### src/hdl/arpdc_pkg.sv
// ----------------------------------------------------------------------------
// arpdc_pkg
// Shared types and constants for the ARP dialog classifier/tracker.
// ----------------------------------------------------------------------------
package arpdc_pkg;

  localparam int DLG_ENTRIES = 64;
  localparam int ASK_ENTRIES = 256;
  localparam int DLG_AW = (DLG_ENTRIES > 1) ? $clog2(DLG_ENTRIES) : 1;
  localparam int DLG_CW = $clog2(DLG_ENTRIES + 1);
  localparam int ASK_AW = (ASK_ENTRIES > 1) ? $clog2(ASK_ENTRIES) : 1;
  localparam int ASK_CW = $clog2(ASK_ENTRIES + 1);

  localparam int MAC_W = 48;
  localparam int IP_W  = 32;

  localparam logic [15:0]      ETH_ARP   = 16'h0806;
  localparam logic [MAC_W-1:0] MAC_BCAST = {MAC_W{1'b1}};
  localparam logic [MAC_W-1:0] MAC_ZERO  = '0;

  localparam logic [2:0] FREE_CODE_A = 3'd3;
  localparam logic [2:0] FREE_CODE_B = 3'd4;

  // depth must be a power of two: the pointers wrap freely
  localparam int QUEUE_DEPTH = 2;
  localparam int Q_AW = (QUEUE_DEPTH > 1) ? $clog2(QUEUE_DEPTH) : 1;
  localparam int Q_CW = $clog2(QUEUE_DEPTH + 1);

  typedef enum logic [2:0] {
    VERD_NOT_ARP  = 3'd0,
    VERD_PROBE    = 3'd1,
    VERD_DUP      = 3'd2,
    VERD_STORED   = 3'd3,
    VERD_FULL     = 3'd4,
    VERD_RELEASED = 3'd5
  } verdict_t;

  typedef enum logic [1:0] {
    DST_STORE    = 2'd0,
    DST_VERIFY   = 2'd1,
    DST_MISMATCH = 2'd2
  } dstate_t;

  typedef enum logic [1:0] {
    AST_FOUND    = 2'd0,
    AST_INSERTED = 2'd1,
    AST_FULL     = 2'd2,
    AST_NONE     = 2'd3
  } astat_t;

  typedef enum logic [1:0] {
    OP_EMIT    = 2'd0,
    OP_FRAME   = 2'd1,
    OP_RELEASE = 2'd2
  } op_t;

  typedef enum logic [2:0] {
    S_IDLE  = 3'd0,
    S_DSCAN = 3'd1,
    S_DDONE = 3'd2,
    S_ASCAN = 3'd3,
    S_ADONE = 3'd4,
    S_OUT   = 3'd5
  } bstate_t;

  typedef struct packed {
    op_t              op;
    verdict_t         verdict;
    logic             warn;
    dstate_t          st;
    logic             req;
    logic             mism;
    logic             consistent;
    logic [MAC_W-1:0] esrc;
    logic [MAC_W-1:0] edst;
    logic [MAC_W-1:0] sha;
    logic [MAC_W-1:0] tha;
    logic [IP_W-1:0]  spa;
    logic [IP_W-1:0]  tpa;
    logic [5:0]       ridx;
    logic [2:0]       rcode;
  } item_t;

  typedef struct packed {
    logic [MAC_W-1:0] esrc;
    logic [MAC_W-1:0] edst;
    logic [MAC_W-1:0] sha;
    logic [MAC_W-1:0] tha;
    logic [IP_W-1:0]  spa;
    logic [IP_W-1:0]  tpa;
  } dlg_ent_t;

  typedef struct packed {
    logic [IP_W-1:0]  ip;
    logic [MAC_W-1:0] mac;
  } ask_ent_t;

endpackage

### src/hdl/arpdc_queue.sv
// ----------------------------------------------------------------------------
// arpdc_queue
// Two-entry queue between the classifier and the table engine.
// ----------------------------------------------------------------------------
module arpdc_queue
  import arpdc_pkg::*;
(
  input  logic  clk,
  input  logic  rst_n,
  input  logic  push,
  input  item_t push_item,
  input  logic  pop,
  output logic  full,
  output logic  empty,
  output item_t head
);

  item_t           mem_r [QUEUE_DEPTH];
  logic [Q_AW-1:0] wp_r;
  logic [Q_AW-1:0] rp_r;
  logic [Q_CW-1:0] cnt_r;

  assign full  = (cnt_r == Q_CW'(QUEUE_DEPTH));
  assign empty = (cnt_r == '0);
  assign head  = mem_r[rp_r];

  always_ff @(posedge clk) begin
    if (push) begin
      mem_r[wp_r] <= push_item;
    end
  end

  always_ff @(posedge clk) begin
    if (!rst_n) begin
      wp_r  <= '0;
      rp_r  <= '0;
      cnt_r <= '0;
    end else begin
      if (push) wp_r <= wp_r + 1'b1;
      if (pop) rp_r <= rp_r + 1'b1;
      if (push && !pop) cnt_r <= cnt_r + 1'b1;
      else if (pop && !push) cnt_r <= cnt_r - 1'b1;
    end
  end

endmodule

### config.mk
export PLATFORM = sky130hd
export DESIGN_NAME = arpdc_queue
export DESIGN_NICKNAME = d
export VERILOG_FILES = /design/src/hdl/arpdc_pkg.sv /design/src/hdl/arpdc_queue.sv
export SDC_FILE = /design/constraint.sdc
export NUM_CORES = 1
export LEC_CHECK = 0
export BUFFER_PORTS_ARGS = -buffer_cell sky130_fd_sc_hd__buf_4
export CELL_PAD_IN_SITES_DETAIL_PLACEMENT = 1
export CELL_PAD_IN_SITES_GLOBAL_PLACEMENT = 1
export CORE_AREA = 2 2 220 222
export CTS_CLUSTER_DIAMETER = 100
export DETAILED_ROUTE_END_ITERATION = 16
export DIE_AREA = 0 0 222 224
export MAX_ROUTING_LAYER = met4
export PLACE_DENSITY = 0.79
export SLEW_MARGIN = 20
export SYNTH_ARGS = -nofsm -noshare
export SYNTH_HDL_FRONTEND = slang
export SYNTH_SLANG_ARGS = --single-unit
export TNS_END_PERCENT = 100
### constraint.sdc
create_clock -name clk -period 20.4 [get_ports clk]
set_input_delay 1.02 -clock clk [delete_from_list [all_inputs] [get_ports clk]]
set_output_delay 1.02 -clock clk [all_outputs]
set_load 0.01 [all_outputs]
Yosys cells after proc, flatten, opt, wreduce, memory -nomap -nowiden
Memories as Yosys holds them, arrays and structs flattened. A register that Yosys moved wholly into a read port is not among the register bits.
Cells that the tools add are included.
{"block": "totals", "memories": 1, "elab_cells": 21, "inputBits": 280, "out_inout_bits": 278, "ff_bits": 4, "ram_bits": 552}
{"block": "classes", "reduce_logical": 6, "add_sub_neg": 4, "n_eq_ne": 1, "mux": 6}
{"name": "mem_r", "words": 2, "width": 276, "read_ports": 1, "rd_clocked_by_memory_dff": 1, "write_ports": 1, "line_no": "arpdc_queue.sv:18", "source": "item_t mem_r [QUEUE_DEPTH];"}
{"operator": "two-way mux 1 bit", "count": 4}
{"operator": "two-way mux 2 bit", "count": 2}
{"operator": "adder 1 bit, second input constant", "count": 2}
{"operator": "adder 2 x 1 -> 2 bit, second input constant", "count": 1}
{"operator": "equality test 2 bit, second input constant", "count": 1}
{"operator": "logical AND 1 bit", "count": 2}
{"operator": "zero test 1 bit", "count": 2}
{"operator": "zero test 2 bit", "count": 1}
{"operator": "nonzero test 2 bit", "count": 1}
{"operator": "subtractor 2 x 1 -> 2 bit, second input constant", "count": 1}

Depth between registers and ports, before layout
{"block": "logic_depth", "word_depth": 4, "ltp_mapped": 5, "depth_no_buf": 5}

Least setup slack after synthesis
Ideal clock, no wire load.
{"block": "synth_timing", "path_type": "input-to-reg", "start": "input push", "end": "register wp_r", "stages": 2, "slack_ns": 6.466, "arrival_ns": 13.819, "required_time_ns": 20.285, "path_cell_list": "nor2b_1 o21a_1"}
{"element": "start: declaration", "line_no": "arpdc_queue.sv:10", "source": "input logic push,"}
{"element": "end signal: assignment", "line_no": "arpdc_queue.sv:39", "source": "if (push) wp_r <= wp_r + 1'b1;"}
{"element": "end: declaration", "line_no": "arpdc_queue.sv:19", "source": "logic [Q_AW-1:0] wp_r;"}

==> impl_results.md <==
- Status: finished, final reports clean
- DP Worst Slack: 16.12 ns
- Initial drt markers: 570
- Leakage power: 10.8 nW
- Detail Placement HPWL: 37.0 mm
- Starting Density: 44.6%
- Slowest CP cell: dfxtp_4
- Clock buffer count from CTS: 57
- Global-route wire length before repair: 74.7 mm
- Critical path type: reg2out
- Drt drc: 0
- Total negative slack: 0 ns
- Hold_ws: 0.546 ns
- Finished Layout Cells: 2146
- WL per Instance: 24.5 um
- Initial antenna violation count: 8
- # rows: 80
- Fill count: 4120
- H-tree levels: 2
- Pin count of the biggest net entering global routing: 134
- I/O pin cnt: 558
- Register area share after synthesis: 78.9%
- Worst skew pair latency: 0.60 ns
- Crit-path cells: buf_4 > buf_4 > mux2_4 > buf_4
- Worst-path clk slew: 0.06 ns
- VDD IR-drop max: 0.0000936 V
- Final hold vios: 0
- Synth Cell Area: 21100 um2
- Met2 routed WL: 27.7 mm
- CTS tree: done
- Area occupied by registers: 16700 um2
- GRT overflow: 0
- Core footprint: 47300 um2
- Max cap viols: 0
- TritonCTS Sinks: 557
- Global Route Usage Sum: 21.1%
- Met3 WL post-DR: 4.51 mm
- Setup-failing EPs final: 0
- Pwr Total: 2.71 mW
- Hold_buf cts: 0
- CTS resizes: 0
- Die Span X: 222 um
- Max Clock Skew: 0.0137 ns
- Post-route setup slack: 15.52 ns
- Metal-1 WL: 18.3 mm
- Most used cell, CP: buf_4
- RSZ-0062 raised after global routing: false
- Final Wtd Congestion: 0.852
- Startpoint Class: register
- Clk buf depth: 3
- FF+latch count, synth: 557
- Worst hold path class: reg2reg
- Period Utilization, post-route: 23.9%
- Pre-antenna DRT Iters: 4
- Critical Path AT: 3.86 ns
- Tmin final: 4.88 ns
- Multi-input logic area: 4130 um2
- CTS root buf: clkbuf_16
- # nets final: 1757
- Post-Syn Area per Cell: 24.0 um2
- CP Capture Type: output pin
- DP Cell Count: 2032
- Max incr delay on CP: 1.04 ns
- Vias per Instance: 4.94
- DR top layer: met4
- Syn Nets: 1162
- PD cells: 97.9 nW/um2
- Vias in the first global route: 11782
- Final count of pins violating max slew: 0
- Tightest Pin Transition: 1.13 ns
- Worst path required time: 19.38 ns
- Synth warn: 0
- Via Count: 10592
- Fmax: 205 MHz
- Die height: 224 um
- Post-synthesis instance total: 881
- Relative slew slack: 24.4%
- DRT antenna net count: 0
- Port bufs: 557
- P&R area growth vs syn: 31.1%
- Post-synth cell types: 17
- Post-CTS setup buffer count: 0
- Layout cells sized above 1: 60.7%
- Total length of routed wires: 52.6 mm
- Worst Path Max Fanout: 57
- Die area: 49700 um2
sequential cells by signal, summed over array words and instances (netlist names), named ones only:
| signal | flops |
|---|---|
| wp_r | 1 |
| cnt_r | 2 |
| rp_r | 1 |
| mem_r | 552 |
layout by cell type (no fill, tap or decap), drive strengths merged:
cell	Yosys	layout
a21boi	1	1
nor2	1	1
diode	0	10
xor2	2	2
o21a	1	1
nor2b	3	3
o21ai	1	1
edfxtp	552	552
buf	31	567
ha	1	1
or3	1	1
mux2	276	276
clkinv	0	19
dfxtp	5	5
bufinv	0	5
and2	4	4
inv	1	3
clkbuf	0	78
xnor2	1	1
where the power goes:
group          internal [mW]  leakage [nW]  switching (mW)  total (mW)
clock                  0.598         0.895           0.419        1.02
combinational          0.193          4.72           0.153       0.346
sequential              1.33          5.22          0.0229        1.35
total                   2.12          10.8           0.595        2.71
stage by stage:
stage               cell area [um2]  util [%]
finish                        27700      58.5
global route                  27700      58.5
CTS                           27700      58.4
detailed placement            25900      54.6
global placement              25900      54.6
floorplan                     21100         -
worst max-delay path, delay by kind of cell (launching register included):
kind | cells | cell delay [ns]
flops | 1 | 1.04
buf+inv | 3 | 1.74
mux | 1 | 0.37
cell usage after synthesis (all sizes together):
cell | count | area (um2)
a21boi | 1 | 7.51
and2 | 4 | 25.0
o21ai | 1 | 5.00
ha | 1 | 12.5
inv | 1 | 3.75
xnor2 | 1 | 8.76
nor2b | 3 | 18.8
nor2 | 1 | 3.75
o21a | 1 | 7.51
edfxtp | 552 | 16600
xor2 | 2 | 17.5
or3 | 1 | 6.26
mux2 | 276 | 4010
buf | 31 | 330
dfxtp | 5 | 100
metal layers:
metal | GRT usage [%] | vias to the layer above
met4 | 10.3 | 0
met2 | 36.6 | 474
met5 | - | -
met1 | 21.5 | 5289
li1 | - | 4712
met3 | 7.11 | 117
logic make-up after synthesis:
logic type	Yosys count	share of synthesized area [%]
simple gates	9	0.255
fa+ha+maj	1	0.0592
flops	557	78.9
buf+inv	32	1.58
compound gates	3	0.0947
mux	276	19.0
xor+xnor	3	0.124
final cells by class:
cell class,count,share of cell area [%]
antenna,10,0.0903
clock inverter,26,0.908
inverter,1,0.0136
tap,615,2.78
clock buffer,78,5.66
sequential,557,60.2
timing repair buffer,567,15.4
multi-input combinational,292,14.9
final timing paths:
check | from | end | slack (ns) | cells past startpoint
max reg2reg | wp_r | mem_r[1][188] | 16.94 | 3
max | register | head[100] | 15.52 | 4
min | cnt_r[1] | cnt_r[1] | 0.55 | 2
min reg2reg | cnt_r[1] | cnt_r[1] | 0.55 | 2
No activity file was read; power rests on OpenSTA's default activity.
