<file path="src/hdl/arpdc_pkg.sv">
// ----------------------------------------------------------------------------
// arpdc_pkg
// Shared types and constants for the ARP dialog classifier/tracker.
// ----------------------------------------------------------------------------
package arpdc_pkg;

  localparam int DLG_ENTRIES = 64;
  localparam int ASK_ENTRIES = 256;
  localparam int DLG_AW = (DLG_ENTRIES > 1) ? $clog2(DLG_ENTRIES) : 1;
  localparam int DLG_CW = $clog2(DLG_ENTRIES + 1);
  localparam int ASK_AW = (ASK_ENTRIES > 1) ? $clog2(ASK_ENTRIES) : 1;
  localparam int ASK_CW = $clog2(ASK_ENTRIES + 1);

  localparam int MAC_W = 48;
  localparam int IP_W  = 32;

  localparam logic [15:0]      ETH_ARP   = 16'h0806;
  localparam logic [MAC_W-1:0] MAC_BCAST = {MAC_W{1'b1}};
  localparam logic [MAC_W-1:0] MAC_ZERO  = '0;

  localparam logic [2:0] FREE_CODE_A = 3'd3;
  localparam logic [2:0] FREE_CODE_B = 3'd4;

  // depth must be a power of two: the pointers wrap freely
  localparam int QUEUE_DEPTH = 2;
  localparam int Q_AW = (QUEUE_DEPTH > 1) ? $clog2(QUEUE_DEPTH) : 1;
  localparam int Q_CW = $clog2(QUEUE_DEPTH + 1);

  typedef enum logic [2:0] {
    VERD_NOT_ARP  = 3'd0,
    VERD_PROBE    = 3'd1,
    VERD_DUP      = 3'd2,
    VERD_STORED   = 3'd3,
    VERD_FULL     = 3'd4,
    VERD_RELEASED = 3'd5
  } verdict_t;

  typedef enum logic [1:0] {
    DST_STORE    = 2'd0,
    DST_VERIFY   = 2'd1,
    DST_MISMATCH = 2'd2
  } dstate_t;

  typedef enum logic [1:0] {
    AST_FOUND    = 2'd0,
    AST_INSERTED = 2'd1,
    AST_FULL     = 2'd2,
    AST_NONE     = 2'd3
  } astat_t;

  typedef enum logic [1:0] {
    OP_EMIT    = 2'd0,
    OP_FRAME   = 2'd1,
    OP_RELEASE = 2'd2
  } op_t;

  typedef enum logic [2:0] {
    S_IDLE  = 3'd0,
    S_DSCAN = 3'd1,
    S_DDONE = 3'd2,
    S_ASCAN = 3'd3,
    S_ADONE = 3'd4,
    S_OUT   = 3'd5
  } bstate_t;

  typedef struct packed {
    op_t              op;
    verdict_t         verdict;
    logic             warn;
    dstate_t          st;
    logic             req;
    logic             mism;
    logic             consistent;
    logic [MAC_W-1:0] esrc;
    logic [MAC_W-1:0] edst;
    logic [MAC_W-1:0] sha;
    logic [MAC_W-1:0] tha;
    logic [IP_W-1:0]  spa;
    logic [IP_W-1:0]  tpa;
    logic [5:0]       ridx;
    logic [2:0]       rcode;
  } item_t;

  typedef struct packed {
    logic [MAC_W-1:0] esrc;
    logic [MAC_W-1:0] edst;
    logic [MAC_W-1:0] sha;
    logic [MAC_W-1:0] tha;
    logic [IP_W-1:0]  spa;
    logic [IP_W-1:0]  tpa;
  } dlg_ent_t;

  typedef struct packed {
    logic [IP_W-1:0]  ip;
    logic [MAC_W-1:0] mac;
  } ask_ent_t;

endpackage

</file>
<file path="src/hdl/arpdc_front.sv">
// ----------------------------------------------------------------------------
// arpdc_front
// Accepts items and classifies ARP frames into an item for the back end.
// ----------------------------------------------------------------------------
module arpdc_front
  import arpdc_pkg::*;
(
  input  logic             start,
  output logic             busy,
  input  logic             q_full,
  output logic             push,
  output item_t            push_item,
  input  logic             in_kind,
  input  logic [15:0]      in_ether_type,
  input  logic [MAC_W-1:0] in_eth_source_mac,
  input  logic [MAC_W-1:0] in_eth_dest_mac,
  input  logic [MAC_W-1:0] in_sender_hw_addr,
  input  logic [MAC_W-1:0] in_target_hw_addr,
  input  logic [IP_W-1:0]  in_sender_proto_addr,
  input  logic [IP_W-1:0]  in_target_proto_addr,
  input  logic [5:0]       in_release_index,
  input  logic [2:0]       in_release_code
);

  logic src_eq;

  assign busy   = q_full;
  assign push   = start & ~q_full;
  assign src_eq = (in_eth_source_mac == in_sender_hw_addr);

  always_comb begin
    push_item            = '0;
    push_item.esrc       = in_eth_source_mac;
    push_item.edst       = in_eth_dest_mac;
    push_item.sha        = in_sender_hw_addr;
    push_item.tha        = in_target_hw_addr;
    push_item.spa        = in_sender_proto_addr;
    push_item.tpa        = in_target_proto_addr;
    push_item.ridx       = in_release_index;
    push_item.rcode      = in_release_code;
    push_item.op         = OP_FRAME;
    push_item.verdict    = VERD_NOT_ARP;
    push_item.warn       = 1'b0;
    push_item.st         = DST_STORE;
    push_item.req        = 1'b0;
    push_item.mism       = 1'b0;
    push_item.consistent = 1'b0;
    if (in_kind) begin
      push_item.op      = OP_RELEASE;
      push_item.verdict = VERD_RELEASED;
    end else if (in_ether_type != ETH_ARP) begin
      push_item.op = OP_EMIT;
    end else begin
      push_item.mism       = ~src_eq;
      push_item.consistent = src_eq;
      if (in_eth_dest_mac != in_target_hw_addr) begin
        if (in_eth_dest_mac == MAC_BCAST) begin
          if (in_target_hw_addr == MAC_ZERO) begin
            push_item.req = 1'b1;
            push_item.st  = DST_VERIFY;
          end else begin
            push_item.warn = 1'b1;
          end
        end else begin
          push_item.warn       = 1'b1;
          push_item.consistent = 1'b0;
          // unicast with zero target: access point probe, dropped
          if (in_target_hw_addr == MAC_ZERO) begin
            push_item.op      = OP_EMIT;
            push_item.verdict = VERD_PROBE;
          end
        end
      end else if (src_eq) begin
        push_item.st = DST_VERIFY;
      end else begin
        push_item.warn = 1'b1;
        push_item.st   = DST_MISMATCH;
      end
    end
  end

endmodule

</file>
<file path="config.mk">
export PLATFORM = sky130hd
export DESIGN_NAME = arpdc_front
export DESIGN_NICKNAME = d
export VERILOG_FILES = /design/src/hdl/arpdc_pkg.sv /design/src/hdl/arpdc_front.sv
export SDC_FILE = /design/constraint.sdc
export NUM_CORES = 1
export LEC_CHECK = 0
export BUFFER_PORTS_ARGS = -buffer_cell sky130_fd_sc_hd__buf_4
export CORE_AREA = 4 4 220 222
export DETAILED_ROUTE_END_ITERATION = 12
export DIE_AREA = 0 0 224 226
export GPL_TIMING_DRIVEN = 0
export PLACE_DENSITY = 0.33
export SKIP_LAST_GASP = 1
export SYNTH_ARGS = -nofsm -noshare
export SYNTH_HDL_FRONTEND = slang
export SYNTH_SLANG_ARGS = --single-unit
</file>
<file path="constraint.sdc">
create_clock -name vclk -period 1.3
set_input_delay 0.065 -clock vclk [all_inputs]
set_output_delay 0.065 -clock vclk [all_outputs]
set_load 0.05 [all_outputs]
</file>
### Word level (Yosys, flattened, before mapping)

Cells that the tools add are included.

* equality and inequality tests: 4
* multiplexer cells: 17
* bitwise gates (word level): 3
* reduce and logical (&&, ||, !) cells: 1

Operators with widths (count)
* $eq A48 B48 Y1: 1
* $eq A48 B48 Y1 const B: 1
* $logic_not A48 Y1: 1
* $ne A48 B48 Y1: 1
* $ne A16 B12 Y1 const B: 1
* $mux W5: 2
* $mux W9: 1
* $mux W4: 2
* $mux W1: 6
* $mux W2: 3
* $mux W3: 2
* $mux W6: 1
* $not A1 Y1: 2
* $and A1 B1 Y1: 1

* register bits after elaboration: 0
* input port bits: 284
* output and inout port bits: 278

### Longest topological paths before layout

Gate-level depths: netlist (run 1).

* depth in word-level cells: 6
* depth in mapped cells: 6
* gate-level depth less buffers: 6

### Least setup slack after synthesis (run 1)

No wires, ideal clock.

* path type: input -> output
* start: input port in_ether_type[13]
* end: output port push_item[269] (netlist bit)
* arrival time: 1.988 ns
* path slack: -0.753 ns
* cell stages on the path: 5
* cells stage by stage: nor4b_1 -> nand4_1 -> or2_1 -> nor2_1 -> and2_1

RTL lines
* start, declared: line arpdc_front.sv:14 `input logic [15:0] in_ether_type,`
* end, declared: line arpdc_front.sv:12 `output item_t push_item,`

==> results_dict.tcl, run 1 <==
set metrics [dict create \
    final_net_count 1231 \
    worstSetupEndpoint "push_item[270]" \
    p_int_uw 1660 \
    drtIter0Drc 51 \
    viasPerCell 2.93 \
    fin_util_pct 18.2 \
    clkbuf_count 0 \
    fin_ws_ns -0.586 \
    criticalPathCategory "in2out" \
    avgRoutedWirePerCell_um 16.0 \
    hold_path.class "in2out" \
    drive_gt1_share_pct 85.9 \
    end_kind "output pin" \
    grt_setup_unrepaired "yes" \
    dr_total_vias 4554 \
    grt_usage_pct 8.67 \
    relSlewSlack_pct 66.1 \
    p_seq_share_pct 0 \
    seq_area_um2 0 \
    num_antenna_cells 0 \
    hold_viol 0 \
    post-dp-hpwl_mm 23.6 \
    ys_seq_area_share_pct 0 \
    routed_wl_mm 24.9 \
    initial_utilization_pct 7.36 \
    areaGrowthSynthToFinish_pct 147 \
    clkPwrFrac_pct 0 \
    ant_nets 0 \
    cap_violations 0 \
    startpoint "in_eth_dest_mac[6]" \
    grt_pass1_wl_mm 32.9 \
    powerDensity_mw_per_mm2 492 \
    worstSetupStartpointType "input port" \
    violations "setup timing" \
    gp_congestion 0.772 \
    placed_cells 1547 \
    synth_fp_nets 736 \
    finalNonFillerCells 1552 \
    grt_pass1_vias 4984 \
    tightest_slew_ns 0.506 \
    grt_antenna_before_repair 0 \
    final.min_clock_period_ns 1.89 \
    synth.distinct_cells 20 \
    drtPass1Iterations 4 \
    die_y_um 226 \
    finalSetupViolCount 8 \
    syn-cell-area_mm2 0.00341 \
    port_buffers 488 \
    core_mm2 0.0464 \
    die_w_um 224 \
    fmax_mhz 530 \
    vdd_ir_drop_max_mv 0.213 \
    fin_setup_tns_ns -3.81 \
    rows 79 \
    route.detailed.drc 0 \
    grt-ovfl-total 0 \
    netSwitchingFraction_pct 59.9 \
    arrival_ns 1.82 \
    slew_violations 0 \
    die-area_mm2 0.0506 \
    synth.avg_cell_area_um2 7.55 \
    grt_max_degree 6 \
    crit_required_ns 1.24 \
    syn_inst 452 \
    cellLeakagePower_uw 0.00432 \
    fin_crit_sh_pct 145 \
    n_sequential_cell 0 \
    yosysWarnings 0 \
    hold_buffers 0 \
    path_max_fanout 3 \
    comb_power_share_pct 100.0 \
    status "complete, but fails checks" \
    pin_count 562 \
    p_sw_uw 2480 \
]
-- placed cells by master (no fill, tap or decap), drive strengths merged --
cell type,n
nand3,1
nor2,6
or3,1
nand2,1
inv,1
a21o,1
xor2,96
nor2b,1
nor3,3
or2,1
nor4,40
conb,1
a31oi,1
buf,762
and2,2
a21oi,2
nor4b,3
nand4,22
-- how the worst min path moves through the flow --
stage	startpoint	to	slack, ns	cells past startpoint
finish	in_sender_proto_addr[0]	push_item[41]	0.38	2
detailed placement	in_release_index[1]	push_item[4]	0.39	2
CTS	in_release_index[1]	push_item[4]	0.39	2
global placement	in_sender_proto_addr[24]	push_item[65]	0.39	2
floorplan	in_kind	push_item[271]	0.28	1
global route	in_target_proto_addr[31]	push_item[40]	0.39	2
-- Yosys cell counts --
cell type / instances / area, um^2
and2_1: 2 / 12.5
nand4_1: 22 / 138
nor2b_1: 1 / 6.26
nor4_2: 2 / 25.0
a31oi_1: 1 / 6.26
a21oi_1: 2 / 10.0
nor3_1: 1 / 5.00
nor2_1: 6 / 22.5
inv_1: 1 / 3.75
buf_4: 269 / 2020
xor2_1: 96 / 841
conb_1: 1 / 3.75
nand2_1: 1 / 3.75
a21o_1: 1 / 7.51
nor4b_1: 3 / 26.3
nor3_2: 2 / 20.0
or3_4: 1 / 11.3
nor4_1: 38 / 238
nand3_1: 1 / 5.00
or2_1: 1 / 6.26
-- logic make-up after synthesis --
family / count (synthesis) / synth area share [%]
buffers and inverters: 270 / 59.3
XOR/XNOR: 96 / 24.7
AND/OR/NAND/NOR: 81 / 15.2
AO/OA/AOI/OAI: 4 / 0.697
other: 1 / 0.110
-- stage by stage --
stage / worst slack [ns] / hold WS (ns) / instance area, um^2 / total power, uW
5_1_grt: -0.676 / 0.388 / 8420 / 4340
6_report: -0.586 / 0.384 / 8420 / 4150
2_1_floorplan: -0.136 / 0.278 / 3530 / 2480
3_3_place_gp: -1.68 / 0.386 / 7960 / 4100
4_1_cts: -0.783 / 0.385 / 8280 / 4170
3_5_place_dp: -1.66 / 0.386 / 7960 / 4080
-- routing by layer --
metal / track usage, % / routed length [um] / vias to the layer above
met1: 8.62 / 8130 / 1989
met4: 0.974 / 324 / 0
met2: 18.1 / 13800 / 335
met5: 0 / 0 / -
met3: 2.43 / 2610 / 12
li1: - / - / 2218
-- area by class of cell --
type,count,area (um^2)
buffer,269,2020
multi-input combinational,182,1810
fill,5268,37900
inverter,1,3.75
timing repair buffer,493,3820
tap,607,759
-- critical path, cell delays in order --
cell and delay, ns:
buf_4 0.13, xor2_1 0.17, nor4_1 0.36, nand4_1 0.22, nor3_4 0.31, buf_6 0.18
a21oi_4 0.07, and2_4 0.17, buf_12 0.14
-- power groups by stage --
stage / Clock (uW) / Sequential [uW] / Combinational (uW)
after floorplan: 0 / 0 / 2480
after global placement: 0 / 0 / 4100
after detailed placement: 0 / 0 / 4080
after CTS: 0 / 0 / 4170
after global routing: 0 / 0 / 4340
final: 0 / 0 / 4150
-- what timing repair did --
item / in CTS / in global routing
setup buffers: 4 / 1
gates cloned: 0 / 0
pin swaps: 20 / 16
gates resized for setup: 50 / 21
setup endpoints to repair: 8 / 8
Power figures use the tool's default switching activity.
==> run 2, diff against run 1 <==
--- a/config.mk
+++ b/config.mk
@@ -6,11 +6,13 @@
 export NUM_CORES = 1
 export LEC_CHECK = 0
 export BUFFER_PORTS_ARGS = -buffer_cell sky130_fd_sc_hd__buf_4
-export CORE_AREA = 4 4 220 222
+export CELL_PAD_IN_SITES_DETAIL_PLACEMENT = 2
+export CELL_PAD_IN_SITES_GLOBAL_PLACEMENT = 2
+export CORE_AREA = 4 4 219 221
 export DETAILED_ROUTE_END_ITERATION = 12
-export DIE_AREA = 0 0 224 226
+export DIE_AREA = 0 0 223 225
 export GPL_TIMING_DRIVEN = 0
-export PLACE_DENSITY = 0.33
+export PLACE_DENSITY = 0.6
 export SKIP_LAST_GASP = 1
 export SYNTH_ARGS = -nofsm -noshare
 export SYNTH_HDL_FRONTEND = slang
==> run 2 against run 1 <==
Effect of this change:
- the run still ends with setup timing left
- cell area rose by 1.7%
- fmax rose by 3.3%
- worst setup slack improved by 0.060 ns
- non-clock buffer count rose by 2
- sequential share of layout area did not move
- critical path depth did not move
- routed wire length rose by 8.7%
- power rose by 2.1%
- clock-buffer cell count did not move
- via count rose by 2.1%
- critical path type unchanged
- critical endpoint unchanged
==> results_dict.tcl, run 2 (same netlist as run 1, synthesis figures left out) <==
set metrics [dict create \
    grt-ovfl-total 0 \
    fin_crit_sh_pct 140 \
    p_int_uw 1690 \
    fmax_mhz 548 \
    drtIter0Drc 69 \
    grt_pass1_vias 5450 \
    vdd_ir_drop_max_mv 0.204 \
    final.min_clock_period_ns 1.83 \
    core_mm2 0.0462 \
    cellLeakagePower_uw 0.00436 \
    filler_cell_count 5428 \
    hold_buffers 0 \
    fin_setup_tns_ns -3.62 \
    final_net_count 1233 \
    grt_pass1_wl_mm 37.3 \
    arrival_ns 1.76 \
    end_kind "output pin" \
    criticalPathCategory "in2out" \
    grt_antenna_before_repair 0 \
    clkPwrFrac_pct 0 \
    p_seq_share_pct 0 \
    slew_violations 0 \
    routed_wl_mm 27.1 \
    grt_max_degree 6 \
    route.detailed.drc 0 \
    cap_violations 0 \
    viasPerCell 2.99 \
    grt_usage_pct 9.80 \
    worstSetupStartpointType "input port" \
    die_w_um 223 \
    powerDensity_mw_per_mm2 494 \
    grt_setup_unrepaired "yes" \
    finalSetupViolCount 8 \
    clkbuf_count 0 \
    die_y_um 225 \
    pin_count 562 \
    violations "setup timing" \
    status "complete, but fails checks" \
    netSwitchingFraction_pct 60.1 \
    crit_required_ns 1.24 \
    final_cell_mix "745 x buf_4, 82 x xor2_1, 22 x nand4_1" \
    port_buffers 488 \
    p_sw_uw 2540 \
    num_antenna_cells 0 \
    fin_ws_ns -0.526 \
    path_max_fanout 3 \
    hold_path.class "in2out" \
    whs_path_depth 2 \
    post-dp-hpwl_mm 25.6 \
    rows 79 \
    seq_area_um2 0 \
    gp_congestion 0.809 \
    placed_cell_area_mm2 0.00796 \
    final_common_cell "buf_4" \
    ant_nets 0 \
    drtPass1Iterations 4 \
    multi_input_area_mm2 0.00193 \
    dr_total_vias 4651 \
    fin_area_mm2 0.00856 \
    die-area_mm2 0.0502 \
    areaGrowthSynthToFinish_pct 151 \
    initial_utilization_pct 7.39 \
    avgRoutedWirePerCell_um 17.4 \
    hold_viol 0 \
    n_sequential_cell 0 \
    comb_power_share_pct 100.0 \
    drive_gt1_share_pct 86.7 \
]
run 2: cell count changes in the layout (fill, tap and decap cells not counted), moves of 2 or more:
| cell | previous run | this run |
|---|---|---|
| nor4_4 | 8 | 13 |
| xor2_4 | 2 | 4 |
| nor4_1 | 15 | 17 |
| buf_4 | 743 | 745 |
| xor2_1 | 90 | 82 |
| nor4_2 | 17 | 10 |
| xor2_2 | 4 | 10 |
run 2: through the flow:
stage / util (%) / hold WS [ns] / total power (uW) / setup slack [ns] / instances
after floorplan: - / 0.278 / 2480 / -0.136 / 452
after global placement: 17.2 / 0.386 / 4090 / -1.59 / 1547
after detailed placement: 17.2 / 0.387 / 4120 / -1.55 / 1547
after CTS: 18.3 / 0.387 / 4280 / -0.641 / 1552
after global routing: 18.5 / 0.391 / 4450 / -0.678 / 1554
final: 18.5 / 0.385 / 4230 / -0.526 / 1554
run 2: worst paths after layout:
check                            from        endpoint  slack [ns]
setup / recovery  in_eth_dest_mac[37]  push_item[270]       -0.53
hold / removal    in_release_index[1]    push_item[4]        0.39
run 2: what timing repair did:
item,in CTS,in global routing
resized for setup,75,15
pin swaps,31,7
buffers inserted,5,2
setup endpoints to repair,8,8
run 2: cell type report:
type	instances	share of cell area (%)
timing repair buffer	495	44.9
inverter	1	0.0438
multi-input combinational	182	22.6
tap	607	8.87
buffer	269	23.6
run 2: power groups by stage:
| stage | sequential (uW) | clock [uW] | combinational (uW) |
|---|---|---|---|
| 6_report | 0 | 0 | 4230 |
| 5_1_grt | 0 | 0 | 4450 |
| 4_1_cts | 0 | 0 | 4280 |
| 3_5_place_dp | 0 | 0 | 4120 |
| 3_3_place_gp | 0 | 0 | 4090 |
| 2_1_floorplan | 0 | 0 | 2480 |
run 2: worst max-delay path: stages:
cell and delay, ns:
buf_4 0.13, xor2_2 0.18, nor4_4 0.32, nand4_1 0.21, nor3_4 0.31, buf_6 0.16
a21oi_4 0.07, and2_4 0.16, buf_8 0.14
run 2: layer usage:
layer,wire [um],GRT usage [%],part of all wire (%),up-vias
met2,15000,19.6,55,287
met5,0,0,0,-
met1,9680,10.8,36,2149
met3,2260,2.68,8.4,6
li1,-,-,-,2209
met4,165,0.497,0.61,0
==> run 3, diff against run 2 <==
--- a/config.mk
+++ b/config.mk
@@ -8,11 +8,11 @@
 export BUFFER_PORTS_ARGS = -buffer_cell sky130_fd_sc_hd__buf_4
 export CELL_PAD_IN_SITES_DETAIL_PLACEMENT = 2
 export CELL_PAD_IN_SITES_GLOBAL_PLACEMENT = 2
-export CORE_AREA = 4 4 219 221
+export CORE_AREA = 4 4 220 222
 export DETAILED_ROUTE_END_ITERATION = 12
-export DIE_AREA = 0 0 223 225
+export DIE_AREA = 0 0 224 226
 export GPL_TIMING_DRIVEN = 0
-export PLACE_DENSITY = 0.6
+export PLACE_DENSITY = 0.62
 export SKIP_LAST_GASP = 1
 export SYNTH_ARGS = -nofsm -noshare
 export SYNTH_HDL_FRONTEND = slang
==> constraint.sdc (replaced) <==
create_clock -name vclk -period 1.6
set_input_delay 0.08 -clock vclk [all_inputs]
set_output_delay 0.08 -clock vclk [all_outputs]
set_load 0.05 [all_outputs]
==> run 3 against run 2 <==
Effect of this change:
- the run still ends with setup timing left
- routed wire length fell by 1.1%
- worst setup slack improved by 0.10 ns
- global-route usage fell by 0.45 points
- highest routed layer unchanged
- critical path type unchanged
- cell area fell by 3.4%
- hold slack improved by 0.029 ns
==> results_dict.tcl, run 3 (same netlist as run 1, synthesis figures left out) <==
set metrics [dict create \
    finalSetupViolCount 8 \
    fin_crit_sh_pct 126 \
    holdWs_ns 0.415 \
    final_cell_mix "741 x buf_4, 89 x xor2_1, 24 x nor4_1" \
    areaGrowthSynthToFinish_pct 143 \
    criticalPathCategory "in2out" \
    drtPass1Iterations 4 \
    avgRoutedWirePerCell_um 17.3 \
    die_y_um 226 \
    viasPerCell 2.97 \
    die-area_mm2 0.0506 \
    arrival_ns 1.94 \
    grt_pass1_wl_mm 35.6 \
    end_kind "output pin" \
    fin_ws_ns -0.422 \
    post-dp-hpwl_mm 25.5 \
    path_max_fanout 3 \
    placed_cells 1547 \
    routed.top_layer "met4" \
    routed_wl_mm 26.8 \
    grt_antenna_before_repair 0 \
    final.min_clock_period_ns 2.02 \
    cap_violations 0 \
    drtIter0Drc 70 \
    core_mm2 0.0464 \
    grt_pass1_vias 5146 \
    grt_max_degree 6 \
    wl_met1_mm 10.5 \
    relSlewSlack_pct 59.1 \
    clkbuf_count 0 \
    pin_count 562 \
    powerDensity_mw_per_mm2 408 \
    ant_nets 0 \
    violations "setup timing" \
    placed_cell_area_mm2 0.00784 \
    finalNonFillerCells 1550 \
    cellLeakagePower_uw 0.00427 \
    tightest_slew_ns 0.609 \
    gp_congestion 0.784 \
    grt-ovfl-total 0 \
    worstSetupStartpointType "input port" \
    fin_area_mm2 0.00827 \
    initial_utilization_pct 7.36 \
    route.detailed.drc 0 \
    fmax_mhz 494 \
    status "complete, but fails checks" \
    seq_area_um2 0 \
    drive_gt1_share_pct 84.4 \
    grt_setup_unrepaired "yes" \
    final_common_cell "buf_4" \
    grt_usage_pct 9.35 \
    port_buffers 488 \
    hold_viol 0 \
    hold_path.class "in2out" \
    n_sequential_cell 0 \
    power_uw 3380 \
    crit_required_ns 1.52 \
    die_w_um 224 \
    dr_total_vias 4596 \
    wl_met2_mm 14.2 \
    vdd_ir_drop_max_mv 0.118 \
    final_net_count 1229 \
    slew_violations 0 \
    num_antenna_cells 0 \
    dr_wl_met3_mm 1.99 \
    rows 79 \
]
[run 3: changes by cell type in the layout (fill, tap and decap cells not counted), sizes merged]
cell,change
buf,-4
[run 3: worst paths after layout]
kind,slack (ns),depth (start not counted),startpoint,to
worst min-delay path,0.41,2,in_release_index[5],push_item[8]
worst max-delay path,-0.42,8,in_eth_dest_mac[45],push_item[271]
[run 3: area by class of cell]
class                      count  area, um^2
buffer                       269        2020
fill                        5502       38100
inverter                       1        3.75
multi-input combinational    182        1700
tap                          607         759
timing repair buffer         491        3790
[run 3: critical path: stages]
cell	delay, ns
buf_4	0.14
xor2_1	0.22
nor4_1	0.46
nand4_1	0.23
nor3_4	0.30
a31oi_4	0.09
a21o_4	0.27
buf_12	0.15
[run 3: what timing repair did]
action                                  in CTS  in global routing
buffers inserted                             3                  0
gates resized for setup                     47                 23
endpoints found under the setup margin       8                  8
hold endpoints to repair                     0                  0
pin swaps                                   13                 14
hold buffers                                 0                  0
[run 3: through the flow]
step / util [%] / setup TNS, ns / setup slack, ns
global placement: 16.9 / -8.32 / -1.38
floorplan: - / -0.606 / -0.246
detailed placement: 16.9 / -8.44 / -1.38
finish: 17.8 / -2.56 / -0.422
global route: 17.8 / -3.51 / -0.534
CTS: 17.5 / -2.98 / -0.508
[run 3: metal layers]
metal	up-vias	global-route usage, %
li1	2206	-
met1	2155	11.7
met2	227	17.3
met3	8	1.92
met4	0	0.497
met5	-	0
[run 3: report_power, final]
group,leakage (uW),internal [uW],switching (uW)
sequential,0,0,0
combinational,0.00427,1350,2030
clock,0,0,0
total,0.00427,1350,2030
